$ cat src/hw/rtl/tsts_pkg.sv
// shared types and constants for the tolerant sorted table search
package tsts_pkg;

  localparam int TableDepth = 4096;
  localparam int IdxW = $clog2(TableDepth);
  localparam int LenW = IdxW + 1;
  localparam int ScoreW = 49;
  localparam logic [ScoreW-1:0] ScoreSat = {ScoreW{1'b1}};

  localparam logic [2:0] RegTolerance = 3'd0;
  localparam logic [2:0] RegDiffMode = 3'd1;
  localparam logic [2:0] RegNearest = 3'd2;
  localparam logic [2:0] RegLength = 3'd3;
  localparam logic [2:0] RegNomatch = 3'd4;

  localparam logic [1:0] ModeKey = 2'd1;
  localparam logic [1:0] ModeEntry = 2'd2;

  localparam logic ActWrite = 1'b0;
  localparam logic ActSearch = 1'b1;

  typedef struct packed {
    logic action;
    logic [11:0] entry_index;
    logic signed [31:0] value;
    logic key_missing;
  } in_item_t;

  typedef struct packed {
    logic found;
    logic [15:0] position;
  } out_item_t;

  // divider request / response
  typedef struct packed {
    logic start;
    logic [48:0] num;
    logic [31:0] den;
  } div_req_t;

  typedef struct packed {
    logic done;
    logic [48:0] quot;
  } div_rsp_t;

endpackage

$ cat src/hw/rtl/tsts_divider.sv
// restoring divider, one quotient bit per cycle
module tsts_divider import tsts_pkg::*; (
  input  logic     clk,
  input  logic     rst,
  input  div_req_t req,
  output div_rsp_t rsp
);

  logic        busy;
  logic        quot_ok;
  logic [5:0]  cnt;
  logic [48:0] quot;
  logic [32:0] rem;
  logic [31:0] den;
  logic [32:0] trial;

  assign trial = {rem[31:0], quot[48]};

  always_ff @(posedge clk) begin
    if (rst) begin
      busy <= 1'b0;
      quot_ok <= 1'b0;
    end else begin
      // done pulses in the cycle after the last quotient bit
      quot_ok <= busy && !req.start && (cnt == 6'd48);
      if (req.start) begin
        busy <= 1'b1;
        cnt <= 6'd0;
        quot <= req.num;
        rem <= '0;
        den <= req.den;
      end else if (busy) begin
        if (trial >= {1'b0, den}) begin
          rem <= trial - {1'b0, den};
          quot <= {quot[47:0], 1'b1};
        end else begin
          rem <= trial;
          quot <= {quot[47:0], 1'b0};
        end
        cnt <= cnt + 6'd1;
        if (cnt == 6'd48) begin
          busy <= 1'b0;
        end
      end
    end
  end

  assign rsp = '{done: quot_ok, quot: quot};

endmodule

$ cat config.mk
export PLATFORM = sky130hd
export DESIGN_NAME = tsts_divider
export DESIGN_NICKNAME = d
export VERILOG_FILES = /design/src/hw/rtl/tsts_pkg.sv /design/src/hw/rtl/tsts_divider.sv
export SDC_FILE = /design/constraint.sdc
export NUM_CORES = 1
export LEC_CHECK = 0
export BUFFER_PORTS_ARGS = -buffer_cell sky130_fd_sc_hd__buf_2
export CAP_MARGIN = 20
export CORE_ASPECT_RATIO = 2
export CORE_MARGIN = 2
export CORE_UTILIZATION = 50
export DETAILED_ROUTE_END_ITERATION = 7
export GPL_TIMING_DRIVEN = 1
export PLACE_DENSITY = 0.76
export SLEW_MARGIN = 20
export SYNTH_ARGS = -nofsm -noshare
export SYNTH_HDL_FRONTEND = slang
export SYNTH_SLANG_ARGS = --single-unit
$ cat constraint.sdc
create_clock -name clk -period 12.1 [get_ports clk]
set_input_delay 2.42 -clock clk [delete_from_list [all_inputs] [get_ports clk]]
set_output_delay 2.42 -clock clk [all_outputs]
set_load 0.005 [all_outputs]
==> run summary, run 1 <==
outcome: finished, final reports clean
initial antenna violation count: 0
Yosys reg bits: 121
Final Setup Violations: 0
Mapped Nets: 699
Pleak: 3.435 nW
core area: 0.01374 mm²
Seq/Total Area, Yosys: 52.05%
Starting Density: 50.54%
share of layout cells above drive strength 1: 34.03%
worst vdd ir: 0.0001355 V
cell breakdown of the critical path: buf_2, inv_1, nor2_4
RSZ-0062 raised after global routing: false
Synth cell types: 68
power per cell area: 160.3 mW/mm²
prevailing post-synth register cell: edfxtp_1
final worst-path cycle share: 32.56%
final core utilization: 60.03%
synthesized area: 0.006943 mm²
post-CTS sizing: 0
H-tree level count: 4
Avg WL per Cell: 16.44 µm
Avg Cell Area, Syn: 11.97 µm²
die height: 170.7 µm
TritonRoute pass-1 iters: 4
DRT Wirelength: 14420 µm
vias in the first global route: 4870
TritonCTS clock tree: yes
Min-Delay Path Class: reg2reg
Crit. End Element: flop
Worst EP required: 12.13 ns
Synth area leaders: edfxtp_1 (51%), mux2_2 (7.9%), ha_1 (6.1%), a21oi_1 (2.8%), mux2i_1 (2.7%)
CTS Buffer Depth: 2
Slew Limit Fails: 0
post-route antenna net violation count: 0
critical path's top delay family: simple AND/OR/NAND/NOR gates
Die X: 87.33 µm
Worst Reg-to-Reg Cells: 11
cell taking the most area after synthesis: edfxtp_1
area delta synth->final: 18.78%
# port buffers: 133
dpl hpwl: 10130 µm
ys async rst share: 0%
Fin Clk Skew: 0.009072 ns
post-CTS setup buffer count: 0
Worst-path clk slew: 0.06 ns
EDFF count, synth: 119
warnings from Yosys: 0
Worst EP arrival: 3.97 ns
Iter 0 DRT Violations: 274
Mapped Cells: 580
setup_tns: 0 ns
die area: 0.01490 mm²
root buf cell: clkbuf_16
hold depth: 2
CP max FO: 32
via/cell ratio: 5.617
Num CTS Buffers: 17
max cap viols: 0
GRT Total Usage: 19.66%
remaining global-route overflow: 0
DR vias: 4926
first-pass GRT wire length: 23250 µm
CP peak stage delay: 0.80 ns
largest net degree at the start of global routing: 88
slowest library cell on the worst path: nor2_4
# hold bufs at CTS: 0
top-area cell type share of the netlist area: 51.47%
Worst-Margin Slew: 0.9227 ns
nets: 826
CP Depth: 3
Worst Path Buf+Inv: 2
CP Launch Type: input pin
Remaining DRCs: 0
TritonCTS Sinks: 121
Max Clk Rate: 0.2538 GHz
Max-Slew Margin vs Limit: 38.34%
Tmin final: 3.940 ns
final hold violations: 0
ANT cells: 0
I/O pin cnt: 134
type of the worst setup path: in2reg
worst skew pair latency: 0.41 ns
routability cong.: 0.9499
Row Count: 61
stage by stage:
step	total power, mW	cells	area [µm²]	hold slack, ns	setup slack [ns]
after floorplan	0.7658	580	6943	0.4543	4.927
after global placement	0.8236	845	7665	0.4796	7.740
after detailed placement	0.8315	845	7665	0.4836	7.673
after CTS	1.328	877	8243	0.5109	8.132
after global routing	1.381	877	8247	0.5287	7.949
final	1.322	877	8247	0.5020	8.160
report_power, final:
group / leakage (nW) / switching (mW) / internal [mW]
clock: 0.283 / 0.205 / 0.291
combinational: 1.99 / 0.169 / 0.131
sequential: 1.16 / 0.0177 / 0.509
synthesized netlist by cell type, drive strengths merged (2+ instances only):
master / n
edfxtp: 119
mux2: 49
nor2: 46
a21oi: 41
inv: 40
ha: 34
nand2: 27
buf: 20
xnor2: 20
mux2i: 19
o21ai: 17
nand3: 14
a21o: 13
a211oi: 12
nand4: 11
xor2: 9
clkbuf: 7
nand2b: 7
nor3: 7
o21a: 7
o211ai: 5
a31oi: 4
and3: 4
nor2b: 4
o21bai: 4
o22ai: 4
o31ai: 4
nor4: 3
or2: 3
or4: 3
a2111oi: 2
and2: 2
and4: 2
dfxtp: 2
nor3b: 2
o221ai: 2
o2bb2ai: 2
tightest hold or removal path, delay by kind of cell, from the launching register on:
| family | cells | cell delay (ns) |
|---|---|---|
| flip-flops | 1 | 0.31 |
| AND/OR/NAND/NOR | 2 | 0.15 |
placed cells by master, fill, tap and decap left out, types with 6 or more instances in the layout:
cell type / n
nor2_1: 43
xnor2_1: 20
mux2i_1: 19
a211oi_1: 7
ha_1: 34
nand4_1: 11
edfxtp_1: 119
clkbuf_16: 17
nand2b_1: 7
nand2_1: 24
a21oi_1: 39
nand3_1: 14
o21a_1: 7
mux2_2: 49
o21ai_0: 8
buf_2: 133
o21ai_1: 8
xor2_1: 9
inv_6: 6
a21o_1: 13
inv_1: 40
kinds of logic (layout without fill, tap and decap cells):
kind of cell / count (synthesis) / after routing / share of synthesized area, %
compound gates: 122 / 122 / 12.02
xor+xnor: 29 / 29 / 3.658
fa+ha+maj: 35 / 35 / 6.416
buf+inv: 67 / 207 / 4.613
flops: 121 / 121 / 52.05
mux: 68 / 68 / 10.69
simple gates: 138 / 138 / 10.56
sequential cells by signal, indices dropped and copies added (netlist names):
signal   count
busy         1
cnt          6
den         32
quot        49
quot_ok      1
rem         32
final cells by class:
cell class / count / area, µm²
Timing Repair Buffer: 135 / 684.4
Multi-Input combinational cell: 392 / 3024
Inverter: 40 / 150.1
Clock buffer: 17 / 425.4
Tap cell: 157 / 196.4
Fill cell: 1162 / 5492
Sequential cell: 121 / 3613
Clock inverter: 15 / 152.6
layer usage:
metal | global-route usage, % | wire, µm
met1 | 26.62 | 6383
met2 | 30.76 | 7187
met3 | 5.065 | 651
met4 | 6.221 | 199
met5 | 0 | 0
path summary, 6_finish.rpt:
| path | slack, ns | endpoint | startpoint |
|---|---|---|---|
| max | 8.16 | den[12]$_DFFE_PP_ | req[81] |
| min | 0.50 | quot_ok$_SDFF_PP0_ | busy$_SDFF_PP0_ |
| max reg2reg | 8.99 | rem[28]$_SDFFCE_PP0P_ | quot[48]$_DFFE_PP_ |
| min reg2reg | 0.50 | quot_ok$_SDFF_PP0_ | busy$_SDFF_PP0_ |
Note: power is estimated with default switching activity, not from simulation.
==> run 2, diff against run 1 <==
--- a/config.mk
+++ b/config.mk
@@ -12,7 +12,7 @@
 export CORE_UTILIZATION = 50
 export DETAILED_ROUTE_END_ITERATION = 7
 export GPL_TIMING_DRIVEN = 1
-export PLACE_DENSITY = 0.76
+export PLACE_DENSITY = 0.79
 export SLEW_MARGIN = 20
 export SYNTH_ARGS = -nofsm -noshare
 export SYNTH_HDL_FRONTEND = slang
==> constraint.sdc (replaced) <==
create_clock -name clk -period 3.5 [get_ports clk]
set_input_delay 0.7 -clock clk [delete_from_list [all_inputs] [get_ports clk]]
set_output_delay 0.7 -clock clk [all_outputs]
set_load 0.005 [all_outputs]
==> run 2 against run 1 <==
  * Clock power grew to 3.6 times the previous value
  * Core utilization grew 0.38 points
  * Combinational power grew to 3.5 times the previous value
  * Sequential power increased to 3.5 times the previous value
  * Largest power group unchanged
==> run summary, run 2 (synthesis gave the netlist of run 1 again) <==
outcome: finished, final reports clean
met3 Usage GRT: 4.727% (-0.34 points)
Biggest register: quot
ANT cells: 0 (unchanged)
I/O pin cnt: 134 (unchanged)
nets: 829 (+0.36%)
largest net degree at the start of global routing: 88 (unchanged)
die height: 170.7 µm (unchanged)
type of the worst setup path: reg2reg
max reg flops: 49 (unchanged)
Crit. End Element: flop
Flop pwr share: 38.9% (-0.9 points)
# hold bufs at CTS: 0 (unchanged)
worst vdd ir: 0.0003767 V (+180%)
Starting Density: 50.54% (unchanged)
H-tree level count: 4 (unchanged)
Worst Setup EP: rem[28]$_SDFFCE_PP0P_
GRT Total Usage: 20.75% (+1.1 points)
area delta synth->final: 19.54%
Row Count: 61 (unchanged)
Avg WL per Cell: 17.14 µm (+4.2%)
R2R Setup Slk: 0.46 ns (-8.53 ns)
combinational share of power: 22.6% (about the same)
placed cell area: 0.007695 mm² (+0.39%)
Fin Clk Skew: 0.01439 ns (+0.005316 ns)
core area: 0.01374 mm² (unchanged)
Remaining DRCs: 0 (unchanged)
RSZ-0062 raised after global routing: false
Worst EP arrival: 3.18 ns (-0.79 ns)
R2R Path End: rem[28]$_SDFFCE_PP0P_
Iter 0 DRT Violations: 396 (+45%)
R2R Path Start: quot[48]$_DFFE_PP_
initial antenna violation count: 0 (unchanged)
Worst EP required: 3.64 ns (-8.49 ns)
most common cell after layout, fill and taps aside: buf_2
TritonCTS Sinks: 121 (unchanged)
power per cell area: 562.9 mW/mm² (+250%)
via/cell ratio: 5.658 (+0.73%)
Clock power frac: 38.5% (+1.0 points)
Pleak: 3.460 nW (+0.74%)
first-pass GRT wire length: 24240 µm (+4.2%)
CP max FO: 4 (-88%)
post-CTS setup buffer count: 0 (unchanged)
Max-Slew Margin vs Limit: 52.23% (+14 points)
final worst-path cycle share: 86.95%
Cells after DPL: 848 (+0.36%)
Min-Delay Path Class: in2reg
die area: 0.01490 mm² (unchanged)
max cap viols: 0 (unchanged)
DR vias: 4979 (+1.1%)
Layout Cells excl Fill: 880 (+0.34%)
met1 GRT Util: 26.84% (+0.22 points)
# port buffers: 133 (unchanged)
share of layout cells above drive strength 1: 34.30% (+0.27 points)
post-CTS sizing: 0 (unchanged)
Slew Limit Fails: 0 (unchanged)
post-route cell area: 0.008299 mm² (+0.64%)
Max Clk Rate: 0.3286 GHz
Pint: 3.296 mW (+250%)
final hold violations: 0 (unchanged)
vias in the first global route: 4994 (+2.5%)
most crowded layer after global routing: met2
CTS Buffer Depth: 2 (unchanged)
TritonRoute pass-1 iters: 5 (+1)
Sw Pwr: 1.376 mW (+250%)
worst skew pair latency: 0.42 ns (about the same)
Worst-path clk slew: 0.06 ns (about the same)
Die X: 87.33 µm (unchanged)
DRT Wirelength: 15080 µm (+4.6%)
CP Launch Type: flop
Tmin final: 3.043 ns
routability cong.: 0.9240 (-2.7%)
Final Setup Violations: 0 (unchanged)
switching part of the total power: 29.45% (-0.13 points)
Num CTS Buffers: 17 (unchanged)
setup_tns: 0 ns (unchanged)
Worst-Margin Slew: 0.7100 ns (-0.2127 ns)
root buf cell: clkbuf_16
remaining global-route overflow: 0 (unchanged)
post-route antenna net violation count: 0 (unchanged)
Worst Reg-to-Reg Cells: 11 (unchanged)
met2 GRT Util: 33.53% (+2.8 points)
dpl hpwl: 10410 µm (+2.8%)
Largest regs: quot x49, den x32, rem x32
commonest cells after routing, fill and taps aside: buf_2 (133), edfxtp_1 (119), mux2_2 (49), nor2_1 (43), inv_1 (40)
TritonCTS clock tree: yes
CP Launch Point: quot[48]$_DFFE_PP_
## run 2: changes by cell type in the layout (fill, tap and decap cells not counted), sizes merged
cell and change:
buf +3, bufinv +1, inv -1
## run 2: per-stage QoR
stage / hold slack, ns / power [mW] / utilization [%] / worst slack, ns
global placement: 0.4687 / 2.856 / 56.01 / 0.4738
CTS: 0.4391 / 4.713 / 60.41 / 0.4689
floorplan: 0.4543 / 2.643 / - / 0.5239
global route: 0.4501 / 4.893 / 60.41 / 0.1303
detailed placement: 0.4733 / 2.891 / 56.01 / 0.5288
finish: 0.4593 / 4.671 / 60.41 / 0.4569
## run 2: layer usage
metal	up-vias	wire, µm
met3	29	815
met4	0	350
li1	2423	-
met5	-	0
met2	161	7578
met1	2366	6335
## run 2: critical path, stage by stage (launching register included)
cell and delay (ns):
edfxtp_1 0.41, inv_1 0.06, ha_1 0.21, fa_1 0.40
nand2b_1 0.18, a21o_1 0.21, a211oi_1 0.31, or3_1 0.30
a41oi_2 0.21, o21ai_1 0.24, xnor2_1 0.14, o22ai_1 0.10
## run 2: power groups by stage
| stage | combinational [mW] | clock (mW) | sequential [mW] |
|---|---|---|---|
| after detailed placement | 1.04 | 0 | 1.85 |
| final | 1.05 | 1.80 | 1.82 |
| after floorplan | 0.805 | 0 | 1.84 |
| after global placement | 1.02 | 0 | 1.84 |
| after CTS | 1.05 | 1.84 | 1.82 |
| after global routing | 1.17 | 1.89 | 1.83 |
## run 2: worst min path at each step
| stage | endpoint | from | cells past startpoint | slack (ns) |
|---|---|---|---|---|
| floorplan | quot_ok$_SDFF_PP0_ | busy$_SDFF_PP0_ | 2 | 0.45 |
| global placement | quot_ok$_SDFF_PP0_ | busy$_SDFF_PP0_ | 2 | 0.47 |
| detailed placement | quot_ok$_SDFF_PP0_ | busy$_SDFF_PP0_ | 2 | 0.47 |
| CTS | den[1]$_DFFE_PP_ | req[1] | 1 | 0.44 |
| global route | den[14]$_DFFE_PP_ | req[14] | 1 | 0.45 |
| finish | den[6]$_DFFE_PP_ | req[6] | 1 | 0.46 |
## run 2: area by class of cell
class                   count  area, µm²
fillers                  1163       5439
inverters                  40      150.1
clock inverters            15      178.9
multi-input cells         392       3019
flip-flops and latches    121       3613
well taps                 157      196.4
repair buffers            138      715.7
clock buffers              17      425.4
==> run 3, diff against run 2 <==
--- a/config.mk
+++ b/config.mk
@@ -12,7 +12,7 @@
 export CORE_UTILIZATION = 50
 export DETAILED_ROUTE_END_ITERATION = 7
 export GPL_TIMING_DRIVEN = 1
-export PLACE_DENSITY = 0.79
+export PLACE_DENSITY = 0.76
 export SLEW_MARGIN = 20
 export SYNTH_ARGS = -nofsm -noshare
 export SYNTH_HDL_FRONTEND = slang
==> run 3 against run 2 <==
  * Via count grew 0.80%
  * Worst hold slack lost 0.0024 ns
  * Die area is the same
  * Global-route usage shrank 0.42 points
  * Clock power is essentially flat
  * Clock skew shrank 0.0041 ns
  * Largest cell class unchanged
  * Largest power group unchanged
==> run summary, run 3 (synthesis gave the netlist of run 1 again) <==
outcome: finished, final reports clean
H-tree level count: 4 (unchanged)
critical path's top delay family: compound AO/OA/AOI/OAI gates
Starting Density: 50.54% (unchanged)
via/cell ratio: 5.697 (+0.69%)
vias in the first global route: 5003 (+0.18%)
setup_tns: 0 ns (unchanged)
GRT Total Usage: 20.33% (-0.42 points)
Min-Delay Path Class: in2reg
Max Clk Rate: 0.3227 GHz (-1.8%)
Largest regs: quot x49, den x32, rem x32
post-route antenna net violation count: 0 (unchanged)
Worst-path clk slew: 0.06 ns (about the same)
TritonCTS Sinks: 121 (unchanged)
Row Count: 61 (unchanged)
Final Setup Violations: 0 (unchanged)
Worst-Margin Slew: 0.9009 ns (+0.1909 ns)
switching part of the total power: 29.35% (-0.097 points)
largest net degree at the start of global routing: 88 (unchanged)
Avg WL per Cell: 16.88 µm (-1.5%)
area delta synth->final: 19.64% (about the same)
cell breakdown of the critical path: inv_1, ha_1, fa_1, nand2b_1, a21o_1, a211oi_1, or3_1, a41oi_2, o21ai_1, xnor2_1, o22ai_1
Remaining DRCs: 0 (unchanged)
Worst EP arrival: 3.24 ns (+0.06 ns)
# port buffers: 133 (unchanged)
final worst-path cycle share: 88.54% (+1.6 points)
first-pass GRT wire length: 23850 µm (-1.6%)
die area: 0.01490 mm² (unchanged)
die height: 170.7 µm (unchanged)
worst skew pair latency: 0.41 ns (about the same)
max cap viols: 0 (unchanged)
Layout Cells excl Fill: 881 (+0.11%)
nets: 830 (+0.12%)
max reg flops: 49 (unchanged)
remaining global-route overflow: 0 (unchanged)
routability cong.: 0.9597 (+3.9%)
worst hold margin: 0.4570 ns (-0.002350 ns)
combinational share of power: 22.6% (about the same)
CP Launch Point: quot[48]$_DFFE_PP_
root buf cell: clkbuf_16
initial antenna violation count: 0 (unchanged)
Pleak: 3.470 nW (+0.29%)
Num CTS Buffers: 17 (unchanged)
Slew Limit Fails: 0 (unchanged)
Iter 0 DRT Violations: 393 (-0.76%)
CP peak stage delay: 0.41 ns (about the same)
share of layout cells above drive strength 1: 34.39% (+0.091 points)
Crit. End Element: flop
final hold violations: 0 (unchanged)
Fin Clk Skew: 0.01030 ns (-0.004085 ns)
TritonCTS clock tree: yes
Clock power frac: 38.4% (about the same)
Cells after DPL: 849 (+0.12%)
Pint: 3.298 mW (about the same)
R2R Path Start: quot[48]$_DFFE_PP_
TritonRoute pass-1 iters: 5 (unchanged)
RSZ-0062 raised after global routing: false
CP max FO: 4 (unchanged)
slowest library cell on the worst path: edfxtp_1
core area: 0.01374 mm² (unchanged)
Worst Hold Launch: req[20]
CTS Buffer Depth: 2 (unchanged)
type of the worst setup path: reg2reg
Worst Path Buf+Inv: 1 (unchanged)
Biggest register: quot
# hold bufs at CTS: 0 (unchanged)
post-CTS sizing: 0 (unchanged)
Flop pwr share: 38.9% (about the same)
power per cell area: 562.1 mW/mm² (-0.14%)
DR vias: 5019 (+0.80%)
Max-Slew Margin vs Limit: 39.38% (-13 points)
CP Launch Type: flop
worst vdd ir: 0.0004613 V (+22%)
Worst EP required: 3.64 ns (about the same)
most common cell after layout, fill and taps aside: buf_2
R2R Setup Slk: 0.40 ns (-0.06 ns)
total power: 4.669 mW (about the same)
final core utilization: 60.46% (about the same)
Sw Pwr: 1.370 mW (-0.38%)
DRT Wirelength: 14870 µm (-1.4%)
post-CTS setup buffer count: 0 (unchanged)
I/O pin cnt: 134 (unchanged)
Tmin final: 3.099 ns (+0.05599 ns)
Die X: 87.33 µm (unchanged)
ANT cells: 0 (unchanged)
dpl hpwl: 10260 µm (-1.5%)
commonest cells after routing, fill and taps aside: buf_2 (132), edfxtp_1 (119), mux2_2 (49), nor2_1 (43), inv_1 (40)
## run 3: per-stage QoR
stage,setup slack (ns),area [µm²]
floorplan,0.5239,6950
global placement,0.4756,7705
detailed placement,0.4760,7705
CTS,0.4321,8307
global route,0.1662,8307
finish,0.4009,8307
## run 3: power by group through the flow
stage          Clock, mW  Sequential [mW]  Combinational, mW
2_1_floorplan          0             1.84              0.805
3_3_place_gp           0             1.84               1.02
3_5_place_dp           0             1.85               1.04
4_1_cts             1.82             1.82               1.05
5_1_grt             1.88             1.83               1.17
6_report            1.79             1.82               1.06
## run 3: worst paths after layout
| path | endpoint | cells past startpoint |
|---|---|---|
| setup / recovery | rem[28]$_SDFFCE_PP0P_ | 11 |
| hold / removal | den[20]$_DFFE_PP_ | 1 |
| setup reg to reg | rem[28]$_SDFFCE_PP0P_ | 11 |
| hold reg to reg | quot_ok$_SDFF_PP0_ | 2 |
## run 3: layer usage
layer  track usage, %  part of all wire [%]  vias up  routed length [µm]
met4            8.361                   2.3        0                 343
li1                 -                     -     2438                   -
met2            32.51                    49      167                7269
met1            26.64                    44     2386                6475
met5                0                     0        -                   0
met3            4.245                   5.3       28                 784
## run 3: layout make-up
class	count	area, µm²
multi-input cells	392	3019
flip-flops and latches	121	3613
clock inverters	15	176.4
inverters	40	150.1
clock buffers	17	425.4
well taps	157	196.4
repair buffers	139	725.7
fillers	1143	5431
## run 3: worst reg2reg max path, cell delays in order, from the launching register on
cell and delay, ns:
edfxtp_1 0.41, inv_1 0.06, ha_1 0.22, fa_1 0.41, nand2b_1 0.19, a21o_1 0.21, a211oi_1 0.34, or3_1 0.32
a41oi_2 0.19, o21ai_1 0.22, xnor2_1 0.15, o22ai_1 0.10
